<file path="src/srrf_pkg.sv">
// shared types and constants of the serial request-response framer
// no dependencies
package srrf_pkg;

  typedef logic [7:0] byte_t;

  localparam byte_t FRAME_HEAD = 8'h7E;
  localparam byte_t FRAME_TAIL = 8'h0D;
  localparam byte_t CAP_RESET  = 8'hFF;

  localparam logic [1:0] CMD_START = 2'd0;
  localparam logic [1:0] CMD_SLOT  = 2'd1;
  localparam logic [1:0] CMD_RX    = 2'd2;

  typedef enum logic [14:0] {
    PH_IDLE   = 15'b000000000000001,
    PH_Q_HEAD = 15'b000000000000010,
    PH_Q_ADDR = 15'b000000000000100,
    PH_Q_OP   = 15'b000000000001000,
    PH_Q_LEN  = 15'b000000000010000,
    PH_Q_DATA = 15'b000000000100000,
    PH_Q_CHK  = 15'b000000001000000,
    PH_Q_TAIL = 15'b000000010000000,
    PH_R_HEAD = 15'b000000100000000,
    PH_R_ADDR = 15'b000001000000000,
    PH_R_OP   = 15'b000010000000000,
    PH_R_LEN  = 15'b000100000000000,
    PH_R_DATA = 15'b001000000000000,
    PH_R_CHK  = 15'b010000000000000,
    PH_R_TAIL = 15'b100000000000000
  } phase_e;

  typedef struct packed {
    phase_e phase;
    byte_t  xor_acc;
    byte_t  sum_acc;
    byte_t  byte_count;
    byte_t  rx_len;
    byte_t  addr;
    byte_t  opcode;
    byte_t  req_len;
  } state_t;

  typedef struct packed {
    logic [1:0] command;
    byte_t      frame_address;
    byte_t      frame_opcode;
    byte_t      payload_length;
    byte_t      data_byte;
  } item_t;

  typedef struct packed {
    logic  tx_valid;
    byte_t tx_byte;
    logic  payload_valid;
    logic  payload_keep;
    byte_t payload_index;
    byte_t payload_byte;
    logic  finished;
    logic  status;
    byte_t response_length;
  } result_t;

endpackage

</file>
<file path="src/srrf_if.sv">
// channel interfaces of the serial request-response framer
// depends on srrf_pkg
interface srrf_req_if import srrf_pkg::*; ();
  logic       valid;
  logic       ready;
  logic [1:0] command;
  byte_t      frame_address;
  byte_t      frame_opcode;
  byte_t      payload_length;
  byte_t      data_byte;

  modport source (output valid, command, frame_address, frame_opcode, payload_length,
                  data_byte, input ready);
  modport sink (input valid, command, frame_address, frame_opcode, payload_length,
                data_byte, output ready);
endinterface

interface srrf_rsp_if import srrf_pkg::*; ();
  logic  valid;
  logic  ready;
  logic  tx_valid;
  byte_t tx_byte;
  logic  payload_valid;
  logic  payload_keep;
  byte_t payload_index;
  byte_t payload_byte;
  logic  finished;
  logic  status;
  byte_t response_length;

  modport source (output valid, tx_valid, tx_byte, payload_valid, payload_keep,
                  payload_index, payload_byte, finished, status, response_length,
                  input ready);
  modport sink (input valid, tx_valid, tx_byte, payload_valid, payload_keep,
                payload_index, payload_byte, finished, status, response_length,
                output ready);
endinterface

interface srrf_cfg_if import srrf_pkg::*; ();
  logic  valid;
  logic  ready;
  byte_t data;

  modport source (output valid, data, input ready);
  modport sink (input valid, data, output ready);
endinterface

</file>
<file path="src/serial_request_response_framer_core.sv">
// top level of the serial request-response framer, master side
// depends on srrf_pkg, srrf_if and srrf_step
//
// req_i carries one item per handshake: a start, a free transmit slot or a
// received byte. rsp_o returns exactly one result per item, in order: the
// next request byte to send, a response payload byte with index and keep
// flag, and the end-of-exchange flag with its status.
// cfg_i writes the response capacity (reset 255); write it only while idle.
// each item is handled by the combinational step logic and lands in the
// result register, so a result is offered in the cycle after its item is taken.
// throughput is one item per cycle unless rsp_o.ready is low; req_i.ready is
// high whenever the result register is empty or is being taken in the same cycle.
// when rsp_o.ready stays low the result holds and req_i.ready drops until
// the result is taken; nothing is dropped.
// reset puts the exchange in idle with all counters and checksums cleared
// and the result register empty.
module serial_request_response_framer_core import srrf_pkg::*; (
  input  logic  clk_i,
  input  logic  rst_ni,
  srrf_req_if.sink   req_i,
  srrf_rsp_if.source rsp_o,
  srrf_cfg_if.sink   cfg_i
);

  state_t  state_q, state_d;
  result_t res_q, res_d;
  logic    valid_q;
  byte_t   cap_q;
  item_t   item;
  logic    accept;

  assign item = '{command:        req_i.command,
                  frame_address:  req_i.frame_address,
                  frame_opcode:   req_i.frame_opcode,
                  payload_length: req_i.payload_length,
                  data_byte:      req_i.data_byte};

  assign req_i.ready = !valid_q || rsp_o.ready;
  assign accept      = req_i.valid && req_i.ready;
  assign cfg_i.ready = 1'b1;

  srrf_step u_step (
    .state_i    (state_q),
    .item_i     (item),
    .capacity_i (cap_q),
    .state_o    (state_d),
    .result_o   (res_d)
  );

  always_ff @(posedge clk_i or negedge rst_ni) begin
    if (!rst_ni) begin
      state_q <= '{phase: PH_IDLE, default: '0};
      valid_q <= 1'b0;
      cap_q   <= CAP_RESET;
    end else begin
      if (accept) begin
        state_q <= state_d;
        valid_q <= 1'b1;
      end else if (rsp_o.ready) begin
        valid_q <= 1'b0;
      end
      if (cfg_i.valid) begin
        cap_q <= cfg_i.data;
      end
    end
  end

  always_ff @(posedge clk_i) begin
    if (accept) begin
      res_q <= res_d;
    end
  end

  assign rsp_o.valid           = valid_q;
  assign rsp_o.tx_valid        = res_q.tx_valid;
  assign rsp_o.tx_byte         = res_q.tx_byte;
  assign rsp_o.payload_valid   = res_q.payload_valid;
  assign rsp_o.payload_keep    = res_q.payload_keep;
  assign rsp_o.payload_index   = res_q.payload_index;
  assign rsp_o.payload_byte    = res_q.payload_byte;
  assign rsp_o.finished        = res_q.finished;
  assign rsp_o.status          = res_q.status;
  assign rsp_o.response_length = res_q.response_length;

endmodule

</file>
<file path="src/srrf_step.sv">
// next-state and result logic for one item of the framer
// depends on srrf_pkg
module srrf_step import srrf_pkg::*; (
  input  state_t  state_i,
  input  item_t   item_i,
  input  byte_t   capacity_i,
  output state_t  state_o,
  output result_t result_o
);

  always_comb begin
    byte_t b;
    byte_t xa;
    byte_t sa;
    byte_t exp_chk;
    byte_t cnt_inc;
    logic  err;
    logic  done;

    state_o  = state_i;
    result_o = '0;
    b        = '0;
    err      = 1'b0;
    done     = 1'b0;
    cnt_inc  = state_i.byte_count + 8'd1;
    xa       = (state_i.phase == PH_R_HEAD) ? 8'd0 : state_i.xor_acc;
    sa       = (state_i.phase == PH_R_HEAD) ? 8'd0 : state_i.sum_acc;
    exp_chk  = xa ^ sa;

    unique case (item_i.command)
      CMD_START: begin
        state_o.addr       = item_i.frame_address;
        state_o.opcode     = item_i.frame_opcode;
        state_o.req_len    = item_i.payload_length;
        state_o.byte_count = '0;
        state_o.rx_len     = '0;
        state_o.xor_acc    = '0;
        state_o.sum_acc    = '0;
        state_o.phase      = PH_Q_HEAD;
      end
      CMD_SLOT: begin
        xa = state_i.xor_acc;
        sa = state_i.sum_acc;
        unique case (state_i.phase)
          PH_Q_HEAD: begin
            xa            = '0;
            sa            = '0;
            b             = FRAME_HEAD;
            state_o.phase = PH_Q_ADDR;
          end
          PH_Q_ADDR: begin
            b             = state_i.addr;
            state_o.phase = PH_Q_OP;
          end
          PH_Q_OP: begin
            b             = state_i.opcode;
            state_o.phase = PH_Q_LEN;
          end
          PH_Q_LEN: begin
            b                  = state_i.req_len;
            state_o.byte_count = '0;
            state_o.phase      = (state_i.req_len == 8'd0) ? PH_Q_CHK : PH_Q_DATA;
          end
          PH_Q_DATA: begin
            b                  = item_i.data_byte;
            state_o.byte_count = cnt_inc;
            if (cnt_inc == state_i.req_len) begin
              state_o.phase = PH_Q_CHK;
            end
          end
          PH_Q_CHK: begin
            b             = state_i.xor_acc ^ state_i.sum_acc;
            state_o.phase = PH_Q_TAIL;
          end
          PH_Q_TAIL: begin
            b             = FRAME_TAIL;
            state_o.phase = PH_R_HEAD;
          end
          default: begin
            state_o.phase = (state_i.phase == PH_IDLE || state_i.phase == PH_R_HEAD ||
                             state_i.phase == PH_R_ADDR || state_i.phase == PH_R_OP ||
                             state_i.phase == PH_R_LEN || state_i.phase == PH_R_DATA ||
                             state_i.phase == PH_R_CHK || state_i.phase == PH_R_TAIL)
                            ? state_i.phase : PH_IDLE;
          end
        endcase
        if (state_i.phase == PH_Q_HEAD || state_i.phase == PH_Q_ADDR ||
            state_i.phase == PH_Q_OP || state_i.phase == PH_Q_LEN ||
            state_i.phase == PH_Q_DATA || state_i.phase == PH_Q_CHK ||
            state_i.phase == PH_Q_TAIL) begin
          result_o.tx_valid = 1'b1;
          result_o.tx_byte  = b;
          state_o.xor_acc   = xa ^ b;
          state_o.sum_acc   = sa + b;
        end
      end
      CMD_RX: begin
        unique case (state_i.phase)
          PH_Q_HEAD, PH_Q_ADDR, PH_Q_OP, PH_Q_LEN, PH_Q_DATA, PH_Q_CHK, PH_Q_TAIL: begin
            err = 1'b1;
          end
          PH_R_HEAD: begin
            if (item_i.data_byte == FRAME_HEAD) state_o.phase = PH_R_ADDR;
            else err = 1'b1;
          end
          PH_R_ADDR: begin
            if (item_i.data_byte == state_i.addr) state_o.phase = PH_R_OP;
            else err = 1'b1;
          end
          PH_R_OP: begin
            if (item_i.data_byte == state_i.opcode) state_o.phase = PH_R_LEN;
            else err = 1'b1;
          end
          PH_R_LEN: begin
            state_o.rx_len     = item_i.data_byte;
            state_o.byte_count = '0;
            state_o.phase      = (item_i.data_byte == 8'd0) ? PH_R_CHK : PH_R_DATA;
          end
          PH_R_DATA: begin
            result_o.payload_valid = 1'b1;
            result_o.payload_keep  = (state_i.byte_count < capacity_i);
            result_o.payload_index = state_i.byte_count;
            result_o.payload_byte  = item_i.data_byte;
            state_o.byte_count     = cnt_inc;
            if (cnt_inc == state_i.rx_len) begin
              state_o.phase = PH_R_CHK;
            end
          end
          PH_R_CHK: begin
            if (item_i.data_byte == exp_chk) state_o.phase = PH_R_TAIL;
            else err = 1'b1;
          end
          PH_R_TAIL: begin
            if (item_i.data_byte == FRAME_TAIL) done = 1'b1;
            else err = 1'b1;
          end
          default: begin
            state_o.phase = PH_IDLE;
          end
        endcase
        if (state_i.phase == PH_R_HEAD || state_i.phase == PH_R_ADDR ||
            state_i.phase == PH_R_OP || state_i.phase == PH_R_LEN ||
            state_i.phase == PH_R_DATA || state_i.phase == PH_R_CHK ||
            state_i.phase == PH_R_TAIL) begin
          state_o.xor_acc = xa ^ item_i.data_byte;
          state_o.sum_acc = sa + item_i.data_byte;
        end
        if (err || done) begin
          result_o.finished = 1'b1;
          result_o.status   = err;
          state_o.phase     = PH_IDLE;
        end
      end
      default: begin
        state_o.phase = (state_i.phase == PH_IDLE || state_i.phase == PH_Q_HEAD ||
                         state_i.phase == PH_Q_ADDR || state_i.phase == PH_Q_OP ||
                         state_i.phase == PH_Q_LEN || state_i.phase == PH_Q_DATA ||
                         state_i.phase == PH_Q_CHK || state_i.phase == PH_Q_TAIL ||
                         state_i.phase == PH_R_HEAD || state_i.phase == PH_R_ADDR ||
                         state_i.phase == PH_R_OP || state_i.phase == PH_R_LEN ||
                         state_i.phase == PH_R_DATA || state_i.phase == PH_R_CHK ||
                         state_i.phase == PH_R_TAIL) ? state_i.phase : PH_IDLE;
      end
    endcase

    result_o.response_length = state_o.rx_len;
  end

endmodule

</file>
<file path="src/flat_wrapper.sv">
// flat-port wrapper written by rule: the top's interface ports become plain ports
module serial_request_response_framer_core_flat import srrf_pkg::*;
  (clk_i, rst_ni, req_i_valid, req_i_command, req_i_frame_address, req_i_frame_opcode, req_i_payload_length, req_i_data_byte, req_i_ready, rsp_o_valid, rsp_o_tx_valid, rsp_o_tx_byte, rsp_o_payload_valid, rsp_o_payload_keep, rsp_o_payload_index, rsp_o_payload_byte, rsp_o_finished, rsp_o_status, rsp_o_response_length, rsp_o_ready, cfg_i_valid, cfg_i_data, cfg_i_ready);
  srrf_req_if req_i_i ();
  srrf_rsp_if rsp_o_i ();
  srrf_cfg_if cfg_i_i ();
  input  logic clk_i;
  input  logic rst_ni;
  input wire logic [$bits(req_i_i.valid)-1:0] req_i_valid;
  input wire logic [$bits(req_i_i.command)-1:0] req_i_command;
  input wire logic [$bits(req_i_i.frame_address)-1:0] req_i_frame_address;
  input wire logic [$bits(req_i_i.frame_opcode)-1:0] req_i_frame_opcode;
  input wire logic [$bits(req_i_i.payload_length)-1:0] req_i_payload_length;
  input wire logic [$bits(req_i_i.data_byte)-1:0] req_i_data_byte;
  output wire logic [$bits(req_i_i.ready)-1:0] req_i_ready;
  output wire logic [$bits(rsp_o_i.valid)-1:0] rsp_o_valid;
  output wire logic [$bits(rsp_o_i.tx_valid)-1:0] rsp_o_tx_valid;
  output wire logic [$bits(rsp_o_i.tx_byte)-1:0] rsp_o_tx_byte;
  output wire logic [$bits(rsp_o_i.payload_valid)-1:0] rsp_o_payload_valid;
  output wire logic [$bits(rsp_o_i.payload_keep)-1:0] rsp_o_payload_keep;
  output wire logic [$bits(rsp_o_i.payload_index)-1:0] rsp_o_payload_index;
  output wire logic [$bits(rsp_o_i.payload_byte)-1:0] rsp_o_payload_byte;
  output wire logic [$bits(rsp_o_i.finished)-1:0] rsp_o_finished;
  output wire logic [$bits(rsp_o_i.status)-1:0] rsp_o_status;
  output wire logic [$bits(rsp_o_i.response_length)-1:0] rsp_o_response_length;
  input wire logic [$bits(rsp_o_i.ready)-1:0] rsp_o_ready;
  input wire logic [$bits(cfg_i_i.valid)-1:0] cfg_i_valid;
  input wire logic [$bits(cfg_i_i.data)-1:0] cfg_i_data;
  output wire logic [$bits(cfg_i_i.ready)-1:0] cfg_i_ready;
  assign req_i_i.valid = req_i_valid;
  assign req_i_i.command = req_i_command;
  assign req_i_i.frame_address = req_i_frame_address;
  assign req_i_i.frame_opcode = req_i_frame_opcode;
  assign req_i_i.payload_length = req_i_payload_length;
  assign req_i_i.data_byte = req_i_data_byte;
  assign req_i_ready = req_i_i.ready;
  assign rsp_o_valid = rsp_o_i.valid;
  assign rsp_o_tx_valid = rsp_o_i.tx_valid;
  assign rsp_o_tx_byte = rsp_o_i.tx_byte;
  assign rsp_o_payload_valid = rsp_o_i.payload_valid;
  assign rsp_o_payload_keep = rsp_o_i.payload_keep;
  assign rsp_o_payload_index = rsp_o_i.payload_index;
  assign rsp_o_payload_byte = rsp_o_i.payload_byte;
  assign rsp_o_finished = rsp_o_i.finished;
  assign rsp_o_status = rsp_o_i.status;
  assign rsp_o_response_length = rsp_o_i.response_length;
  assign rsp_o_i.ready = rsp_o_ready;
  assign cfg_i_i.valid = cfg_i_valid;
  assign cfg_i_i.data = cfg_i_data;
  assign cfg_i_ready = cfg_i_i.ready;
  serial_request_response_framer_core u_core (.clk_i(clk_i), .rst_ni(rst_ni), .req_i(req_i_i), .rsp_o(rsp_o_i), .cfg_i(cfg_i_i));
endmodule
</file>
<file path="config.mk">
export PLATFORM = sky130hd
export DESIGN_NAME = serial_request_response_framer_core_flat
export DESIGN_NICKNAME = d
export VERILOG_FILES = /design/src/srrf_pkg.sv /design/src/srrf_if.sv /design/src/serial_request_response_framer_core.sv /design/src/srrf_step.sv /design/src/flat_wrapper.sv
export SDC_FILE = /design/constraint.sdc
export NUM_CORES = 1
export LEC_CHECK = 0
export ABC_AREA = 1
export BUFFER_PORTS_ARGS = -buffer_cell sky130_fd_sc_hd__clkbuf_2
export CAP_MARGIN = 20
export CORE_ASPECT_RATIO = 0.7
export CORE_MARGIN = 5
export CORE_UTILIZATION = 55
export DETAILED_ROUTE_END_ITERATION = 10
export PLACE_DENSITY = 0.76
export SLEW_MARGIN = 20
export SYNTH_ARGS = -nofsm -noshare
export SYNTH_HDL_FRONTEND = slang
export SYNTH_HIERARCHICAL = 1
export SYNTH_SLANG_ARGS = --single-unit
</file>
<file path="constraint.sdc">
create_clock -name clk_i -period 3.32 [get_ports clk_i]
set_input_delay 0 -clock clk_i [delete_from_list [all_inputs] [get_ports clk_i]]
set_output_delay 0 -clock clk_i [all_outputs]
set_load 0.02 [all_outputs]
</file>
==> impl_metrics.csv <==
group,metric,value,unit
worst_hold_path,min_path_cells,4,
floorplanning,dieWidth,163.0,um
floorplanning,dieHeight,117.1,um
critical_path,path_depth,23,
clock_network,numCtsBuffers,17,
critical_path,crit_slowest_cell,"dfrtp_1",
logic_synthesis,yosysTopAreaCell,"dfrtp_1",
flow_run,max_cap_violations,0,
finish,antennaDiodeCount,0,
logic_synthesis,async_reset_ff_share,68.38,%
pwr,p_sw,1897,uW
logic_synthesis,netlist_instances,1272,
pwr,switching_share,36.65,%
floorplanning,pin_count,87,
clock_network,cts.sinks,117,
global_route,grt_pass1_vias,8787,
critical_path,crit_arrival,3.54,ns
logic_synthesis,synth_flop_cell,"dfrtp_1",
logic_synthesis,yosys.area_share.adder,3.500,%
finish,stdcell_count,1658,
pwr,power.total,5177,uW
route,dr.pass1.iters,6,
outcome,outcome,"completed",
pwr,clockPowerShare,35.4,%
critical_path,reg2regPathDepth,23,
critical_path,endpoint_kind,"flip-flop",
logic_synthesis,syn-mean-instance-area,7.081,um2
timing,fin_skew,0.01701,ns
logic_synthesis,synth-xor-area-share,2.528,%
floorplanning,rows,39,
critical_path,cp_top_family,"simple AND/OR/NAND/NOR gates",
global_route,grt_max_degree,81,
pwr,ir_drop,0.0002996,V
pwr,p_int,3279,uW
clock_network,clock_path_buffers,2,
logic_synthesis,synth-simple-area-share,36.81,%
timing,hold_violations,0,
floorplanning,die_area,19080,um2
timing,maxSlewViolCount,0,
finish,final_nets,1491,
floorplanning,start_util,55.60,%
place,gp_congestion,0.9830,
timing,min_period_over_period,95.63,%
worst_hold_path,hp-class,"in2reg",
route,drc,0,
logic_synthesis,yosys-top-cells-count,"nand2_1, inv_1, nand3_1, nor2_1, dfrtp_1",
clock_network,clock_latency,0.44,ns
clock_network,htreeDepth,4,
route,avgRoutedWirePerCell,19.43,um
global_route,grt_usage,34.17,%
critical_path,crit_required,3.68,ns
pwr,p_leak,0.005559,uW
place,hpwl,22.67,mm
logic_synthesis,synth_top_cell_area_share,19.72,%
finish,area_growth,21.41,%
global_route,overflow,0,
timing,layout_min_cycle_time,3.175,ns
pwr,power_frac_comb,28.9,%
logic_synthesis,synth_edf_count,37,
logic_synthesis,syn_nets,1343,
pwr,seq_power_share,35.6,%
logic_synthesis,yosysMostFrequentCell,"nand2_1",
timing,relSlewSlack,36.39,%
route,routed_wl,32.22,mm
route,wl_met1,14.08,mm
finish,drive_above_1_share,19.33,%
place,placed_cells,1571,
critical_path,crit_fanout,8,
logic_synthesis,synthTopCellsByArea,"dfrtp_1, nand2_1, edfxtp_1, nand3_1, inv_1",
timing,setup_viol_count_final,0,
logic_synthesis,synth_warnings,6,
global_route,antenna_found_initial,0,
logic_synthesis,synth-compound-area-share,11.24,%
route,drt_iter0_drc,1224,
clock_network,path_clk_slew,0.07,ns
logic_synthesis,synth_top_family_by_area,"simple AND/OR/NAND/NOR gates",
global_route,grt_pass1_wl,49.50,mm
logic_synthesis,yosysSeqAreaShare,34.69,%
critical_path,crit_buf_inv,1,
route,wl_met3,4.105,mm
timing,worstMarginPinSlew,0.9541,ns
critical_path,critPathLaunchType,"flip-flop",
critical_path,cp_slowest_stage_delay,0.45,ns
logic_synthesis,ys_types,54,
clock_network,cts-root-buf,"clkbuf_16",
place,port_buffers,85,
logic_synthesis,syn_area,9007,um2
clock_network,cts_tree,"done",
route,met2_length,13.36,mm
route,vias_per_cell,5.802,
critical_path,crit_type,"reg2reg",
critical_path,path_cells,"nor2_2 > nand2_4 > nor2_1 > nand2_2 > buf_4 > o22ai_4 > nor2_2 > nand2_2 > ha_4 > a21oi_2 > nand2_1 > a21o_1 > nand2_1 > nand2_2 > a21oi_2 > nor2_1 > nor2_1 > nand3_1 > nand2_1 > o21ai_1 > nand2_1 > nand3_2 > nand2_2",
logic_synthesis,ys_ff_latch,117,
floorplanning,coreArea,16200,um2
pwr,pwr_density_cell,473.4,nW/um2
route,route.antenna.remaining_nets,0,
logic_synthesis,muxShareOfSynthArea,0,%
route,top_layer_used,"met4",
route,num_vias,9620,
timing,fmax,0.3150,GHz
## path summary, 6_finish.rpt
kind	from	endpoint	slack, ns
max	u_core/state_q[59]	u_core/state_q[47]	0.14
min	rsp_o_ready	u_core/rsp_o.valid	0.10
max reg2reg	u_core/state_q[59]	u_core/state_q[47]	0.14
min reg2reg	u_core/state_q[22]	u_core/state_q[22]	0.49
max in group asynchronous	rst_ni	u_core/state_q[67]	2.57
min in group asynchronous	rst_ni	u_core/state_q[1]	0.20
## metrics by stage
step	setup TNS (ns)	util, %	instance area [um2]	setup WS [ns]	hold slack [ns]
2_1_floorplan	0	-	9007	0.1585	-0.2956
5_1_grt	-0.06131	67.50	10940	-0.06131	0.1255
3_3_place_gp	0	59.46	9633	0.06491	0.1975
4_1_cts	0	66.13	10710	0.01386	0.09874
3_5_place_dp	0	59.46	9633	0.01162	0.2162
6_report	0	67.50	10940	0.1450	0.1020
## what timing repair did
| action | 4_1_cts | 5_1_grt |
|---|---|---|
| buffers inserted | 1 | 5 |
| hold buffers | 49 | 0 |
| setup endpoints to repair | 1 | 4 |
| pin swaps | 1 | 17 |
| endpoints found under the hold margin | 103 | 0 |
| gates resized for setup | 0 | 45 |
## layout by cell type, fill, tap and decap left out, drive strengths merged, types with 46 or more instances in the layout
cell,instances
nand2,400
dlygate4sd3,49
nand3,164
o21ai,77
buf,54
dfrtp,71
inv,154
a21oi,46
clkbuf,106
nor2,104
## state kept, by name, summed over array words and instances (netlist names), 8 cells and up
register and cells:
u_core/cap_q 8, u_core/rsp_o.payload_index 8, u_core/rsp_o.response_length 8, u_core/rsp_o.tx_byte 8, u_core/state_q 71, u_core/rsp_o.payload_byte 8
## tightest hold or removal path: cells and delay by family
kind                   cells  cell delay (ns)
and+or+nand+nor            2             0.36
buffers and inverters      2             0.12
## kinds of logic (layout without fill, tap and decap cells)
family,after synthesis,after routing
buf+inv,210,371
simple gates,715,715
xor+xnor,26,26
compound gates,179,179
other cells,1,1
fa+ha+maj,24,24
flops,117,117
## power groups by stage
stage / sequential, uW / combinational, uW / clock, uW
global route: 1870 / 1630 / 1930
global placement: 1860 / 1330 / 0
detailed placement: 1860 / 1350 / 0
finish: 1850 / 1500 / 1830
CTS: 1840 / 1410 / 1840
floorplan: 1840 / 940 / 0
## layer usage
layer	vias up	GRT usage (%)
met1	4470	50.33
met3	53	9.345
li1	4481	-
met2	616	48.65
met5	-	0
met4	0	11.56
## area by class of cell
class	count	area, um2
Tap cell	225	281.5
Multi-Input combinational cell	945	5021
Sequential cell	117	3126
Inverter	153	576.8
Timing Repair Buffer	186	1348
Fill cell	1384	5265
Clock inverter	9	62.56
Clock buffer	23	520.5
Note: power is estimated with default switching activity, not from simulation.
